**src/design/fpa_pkg.sv**
```systemverilog
// Shared types and constants of the Q24.8 fixed-point ALU.
package fpa_pkg;

	localparam int unsigned WordBits = 32;
	localparam int unsigned FracBits = 8;
	localparam int unsigned NumW = WordBits + FracBits;
	localparam int unsigned DivSteps = NumW;
	localparam int unsigned ProdBits = 2 * WordBits;
	localparam int unsigned HalfBits = WordBits / 2;

	typedef logic [WordBits-1:0] word_t;
	typedef logic [NumW-1:0] num_t;
	typedef logic [ProdBits-1:0] prod_t;

	typedef enum logic [3:0] {
		ACT_ADD = 4'd0,
		ACT_SUB = 4'd1,
		ACT_MUL = 4'd2,
		ACT_DIV = 4'd3,
		ACT_MIN = 4'd4,
		ACT_MAX = 4'd5,
		ACT_INC = 4'd6,
		ACT_DEC = 4'd7,
		ACT_I2F = 4'd8,
		ACT_F2I = 4'd9,
		ACT_CMP = 4'd10
	} action_t;

	// Item travelling down the row of divider cells.
	typedef struct packed {
		logic   vld;
		logic   is_div;
		logic   neg;
		logic   dz;
		logic   lt;
		logic   eq;
		logic   gt;
		word_t  res;
		num_t   rem;
		num_t   quo;
		word_t  den;
	} cell_t;

endpackage

```
**src/design/fpa_cell.sv**
```systemverilog
// One restoring-division cell: produces one quotient bit per cycle step while en is high.
module fpa_cell (
	input  logic            clk,
	input  logic            arst_n,
	input  logic            en,
	input  fpa_pkg::cell_t  din,
	output fpa_pkg::cell_t  dout
);

	logic [fpa_pkg::NumW:0] trial;
	fpa_pkg::num_t          shifted;
	fpa_pkg::cell_t         nxt;
	logic                   vld_q;
	fpa_pkg::cell_t         pay_q;

	always_comb begin
		shifted = {din.rem[fpa_pkg::NumW-2:0], din.quo[fpa_pkg::NumW-1]};
		trial = {1'b0, shifted} - {{(fpa_pkg::NumW - fpa_pkg::WordBits + 1){1'b0}}, din.den};
		nxt = din;
		if (!trial[fpa_pkg::NumW]) begin
			nxt.rem = trial[fpa_pkg::NumW-1:0];
			nxt.quo = {din.quo[fpa_pkg::NumW-2:0], 1'b1};
		end else begin
			nxt.rem = shifted;
			nxt.quo = {din.quo[fpa_pkg::NumW-2:0], 1'b0};
		end
	end

	always_ff @(posedge clk or negedge arst_n) begin
		if (!arst_n) begin
			vld_q <= 1'b0;
		end else if (en) begin
			vld_q <= din.vld;
		end
	end

	always_ff @(posedge clk) begin
		if (en) begin
			pay_q <= nxt;
		end
	end

	always_comb begin
		dout = pay_q;
		dout.vld = vld_q;
	end

endmodule

```
**config.mk**
```make
export PLATFORM = sky130hd
export DESIGN_NAME = fpa_cell
export DESIGN_NICKNAME = d
export VERILOG_FILES = /design/src/design/fpa_pkg.sv /design/src/design/fpa_cell.sv
export SDC_FILE = /design/constraint.sdc
export NUM_CORES = 1
export LEC_CHECK = 0
export CAP_MARGIN = 20
export CORE_ASPECT_RATIO = 1.2
export CORE_MARGIN = 2
export CORE_UTILIZATION = 30
export CTS_BUF_LIST = sky130_fd_sc_hd__clkbuf_2 sky130_fd_sc_hd__clkbuf_4 sky130_fd_sc_hd__clkbuf_8
export CTS_CLUSTER_DIAMETER = 100
export DETAILED_ROUTE_END_ITERATION = 16
export DONT_BUFFER_PORTS = 1
export PLACE_DENSITY = 0.49
export SYNTH_ARGS = -nofsm -noshare
export SYNTH_HDL_FRONTEND = slang
export SYNTH_SLANG_ARGS = --single-unit
```
**constraint.sdc**
```tcl
create_clock -name clk -period 1 [get_ports clk]
set_input_delay 0.2 -clock clk [delete_from_list [all_inputs] [get_ports clk]]
set_output_delay 0.2 -clock clk [all_outputs]
set_load 0.05 [all_outputs]
```
Yosys cells after proc, flatten, opt, wreduce, memory -nomap -nowiden
Index checks and enable logic that the tools add are counted.
{"block": "totals", "out_inout_bits": 151, "input_bits": 154, "elab_cells": 13, "ff_bits": 151}
{"block": "op_classes", "add_sub_neg": 1, "mux": 1}
{"cell": "$mux W80", "n": 1}
{"cell": "$sub A40 B32 Y41", "n": 1}

Longest topological paths before layout
{"block": "logic_depth", "word_depth": 2, "depth_mapped": 14, "depth_no_buf": 13}

Worst setup path before layout
Ideal clock, no wire load.
{"block": "synth_timing", "path_kind": "in2reg", "from": "input din[71] (netlist bit)", "to": "register pay_q, in the netlist dout[106] (data pin)", "required_time_ps": 729, "setup_time_ps": 271, "path_stages": 12, "arrival_ps": 2508, "path_buffers": 0, "path_slack_ps": -1779, "cell_sequence": "inv_1 > ha_1 > fa_1 > nand2b_1 > a21oi_1 > o21ai_0 > a211o_1 > a31o_1 > or4b_1 > o211ai_1 > nor4_1 > xor2_1"}
{"item": "start, declared", "line_no": "fpa_cell.sv:6", "text": "input fpa_pkg::cell_t din,"}
{"item": "end signal, assigned", "line_no": "fpa_cell.sv:39", "text": "pay_q <= nxt;"}
{"item": "end, declared", "line_no": "fpa_cell.sv:14", "text": "fpa_pkg::cell_t pay_q;"}

==> impl_metrics.ini <==
[outcome]
outcome = finished with violations
violations = negative hold slack, negative setup slack

[final_layout]
fin_util_pct = 56.90
layoutNonFillerInstCount = 1329
syn_to_final_growth_pct = 87.48
nets = 1188
drive_gt1_share_pct = 43.79
n_fill_cell = 1876
diodes = 0

[clock_tree]
clkTransAtPathRegs_ns = 0.09
clkLatencyLatePin_ns = 0.46
clock-sinks = 151
clock_path_buffers = 2
cts_tree = built
cts_root_buffer = clkbuf_8
htreeDepth = 4
cts_buffers = 17
hold_buffers = 152

[pwr]
clkPwrFrac_pct = 25.5
ir_drop_mv = 0.7594
p_sw_share_pct = 33.58
leakage_nw = 5.317
seqPwrFrac_pct = 40.1
combinationalPowerShare_pct = 34.4
power.total_mw = 20.09
p_int_mw = 13.34
switchingPower_mw = 6.748
p_per_area_nw_per_um2 = 1532

[timing]
skew_ns = 0
slew_headroom_pct = 66.93
slew_viol_final = 0
holdWs_ns = -0.1519
setup_tns_ns = -76.03
setup_violations = 192
max_freq_mhz = 451.7
fin_crit_ns = 2.214
finalHoldViolations = 123
final.setup.worst_slack_ns = -1.214
tightest_slew_ns = 0.4908
fin_crit_sh_pct = 221.4
rsz0062_at_grt = true

[yosys]
synth_common_cells = edfxtp_1, nand2_1, o21ai_0, a21oi_1, inv_1
synth_fp_nets = 738
yosysMostFrequentCell = edfxtp_1
ys_warn_count = 0
yosysSeqAreaShare_pct = 64.75
synth_async_sr_flop_share_pct = 0.6623
ys.flop_type = edfxtp_1
synth_edf_count = 150
ys_ff_latch = 151
ys_types = 56
synth_cells = 551
syn-mean-instance-area_um2 = 12.70
mappedNetlistArea_um2 = 6995
synth_area_leaders = edfxtp_1, ha_1, o21ai_0
synth_top_cell_area_share_pct = 64.39
yosysTopAreaCell = edfxtp_1

[detailed_routing]
drc = 0
wl_per_cell_um = 19.01
first_iter_violations = 229
ant_nets = 0
drtPass1Iterations = 4
vias = 6178
finalWirelength_um = 25260
drt-vias-per-instance = 4.649

[critical_path]
endpoint_kind = flop
critPathMaxFanout = 2
ff2ff_setup_slack_ns = 0.20
cp-start-kind = input port
crit_arrival_ns = 2.43
cp.required_ns = 1.22
path_class = in2reg

[global_route]
grt-ovfl-total = 0
antenna_found_initial = 0
grt_usage_pct = 19.15
grt_pass1_wl_um = 35220
grt_pass1_vias = 6443
grt_start_max_net_pins = 152

[die]
start_util_pct = 30.35
die-height_um = 171.3
core_um2 = 23050
fp.dieW_um = 143.4
row_count = 61
ios = 305
die_area_um2 = 24560

[place]
dp_hpwl_um = 16190
placed_cells = 1120
port_buffers = 0
gp_congestion = 0.8903

[worst_hold_path]
hold_class = in2reg

[run]
drv_cap = 0
[worst max-delay path: stages]
cell	delay, ns
inv_12	0.01
ha_4	0.15
fa_2	0.34
nand2b_4	0.16
a21oi_4	0.13
o21ai_2	0.10
a211o_1	0.29
a31o_1	0.20
or4b_1	0.48
o211ai_1	0.12
nor4_1	0.09
xor2_1	0.16
[per-layer routing]
layer | GRT usage, % | vias up | share of wire (%)
met2 | 35.28 | 242 | 53
met1 | 21.34 | 3004 | 38
met5 | 0 | - | 0
li1 | - | 2919 | -
met3 | 6.013 | 13 | 8.1
met4 | 4.689 | 0 | 0.93
[final cells by class]
cell class / count / area [µm²] / area share (%)
Clock inverter: 13 / 172.7 / 1.317
Clock buffer: 19 / 249.0 / 1.898
Tap cell: 315 / 394.1 / 3.005
Multi-Input combinational cell: 346 / 2912 / 22.20
Timing Repair Buffer: 446 / 4671 / 35.61
Sequential cell: 151 / 4529 / 34.54
Inverter: 39 / 187.7 / 1.431
[flip-flops by register name, summed over array words and instances (netlist names)]
name	cells
vld_q	1
dout	150
[power by group through the flow]
| stage | clock [mW] | sequential (mW) | combinational [mW] |
|---|---|---|---|
| 5_1_grt | 5.49 | 8.12 | 7.26 |
| 3_3_place_gp | 0 | 8.07 | 5.57 |
| 6_report | 5.12 | 8.06 | 6.92 |
| 2_1_floorplan | 0 | 10.2 | 1.32 |
| 3_5_place_dp | 0 | 8.09 | 5.59 |
| 4_1_cts | 5.22 | 8.05 | 6.58 |
[repair_timing]
action / CTS / global route
gates resized for setup: 171 / 117
endpoints found under the hold margin: 301 / 151
pin swaps: 21 / 47
setup endpoints to repair: 192 / 192
cloned: 0 / 7
setup buffers: 6 / 12
[path summary, 6_finish.rpt]
path | start | end | cells after the start
worst max-delay path | din[71] | dout[106]$_DFFE_PP_ | 12
worst min-delay path | en | dout[132]$_DFFE_PP_ | 0
worst max register to register | vld_q$_DFFE_PN0P_ | vld_q$_DFFE_PN0P_ | 1
worst min register to register | vld_q$_DFFE_PN0P_ | vld_q$_DFFE_PN0P_ | 1
max in group asynchronous | arst_n | vld_q$_DFFE_PN0P_ | 2
min in group asynchronous | arst_n | vld_q$_DFFE_PN0P_ | 2
[layout by cell type, fill, tap and decap left out, types with 4 or more instances in the layout]
cell type / netlist / layout
a21o_1: 12 / 12
a21oi_1: 40 / 26
a21oi_2: 1 / 11
a21oi_4: 1 / 5
buf_12: 0 / 23
buf_4: 1 / 116
buf_6: 0 / 149
clkbuf_16: 0 / 5
clkbuf_8: 0 / 17
clkinv_4: 0 / 5
dlygate4sd3_1: 0 / 152
edfxtp_1: 150 / 150
ha_1: 32 / 14
ha_4: 0 / 15
inv_1: 38 / 31
nand2_1: 58 / 44
nand2_2: 1 / 9
nand2_4: 0 / 6
nand2b_1: 6 / 5
nand3_1: 6 / 5
nand4_1: 5 / 5
nor2_1: 24 / 19
nor2_4: 0 / 4
nor2b_1: 5 / 4
o21ai_0: 44 / 16
o21ai_1: 14 / 17
o21ai_2: 0 / 23
o21bai_1: 4 / 4
or3_1: 7 / 6
xnor2_1: 11 / 10
xor2_1: 25 / 24
[stage by stage]
step                      setup WS [ns]  cell area, µm²
final                            -1.214           13120
after global routing             -1.286           13120
after CTS                        -1.175           12450
after detailed placement         -1.853            9779
after global placement           -1.776            9779
after floorplan                  -1.643            7231
[cells by family after synthesis]
kind of cell	after synthesis	share of synthesized area [%]
compound gates	139	12.18
xor+xnor	36	4.507
mux	2	0.3041
flops	151	64.75
buf+inv	54	3.005
simple gates	136	9.247
fa+ha+maj	33	6.010
Note: power is estimated with default switching activity, not from simulation.
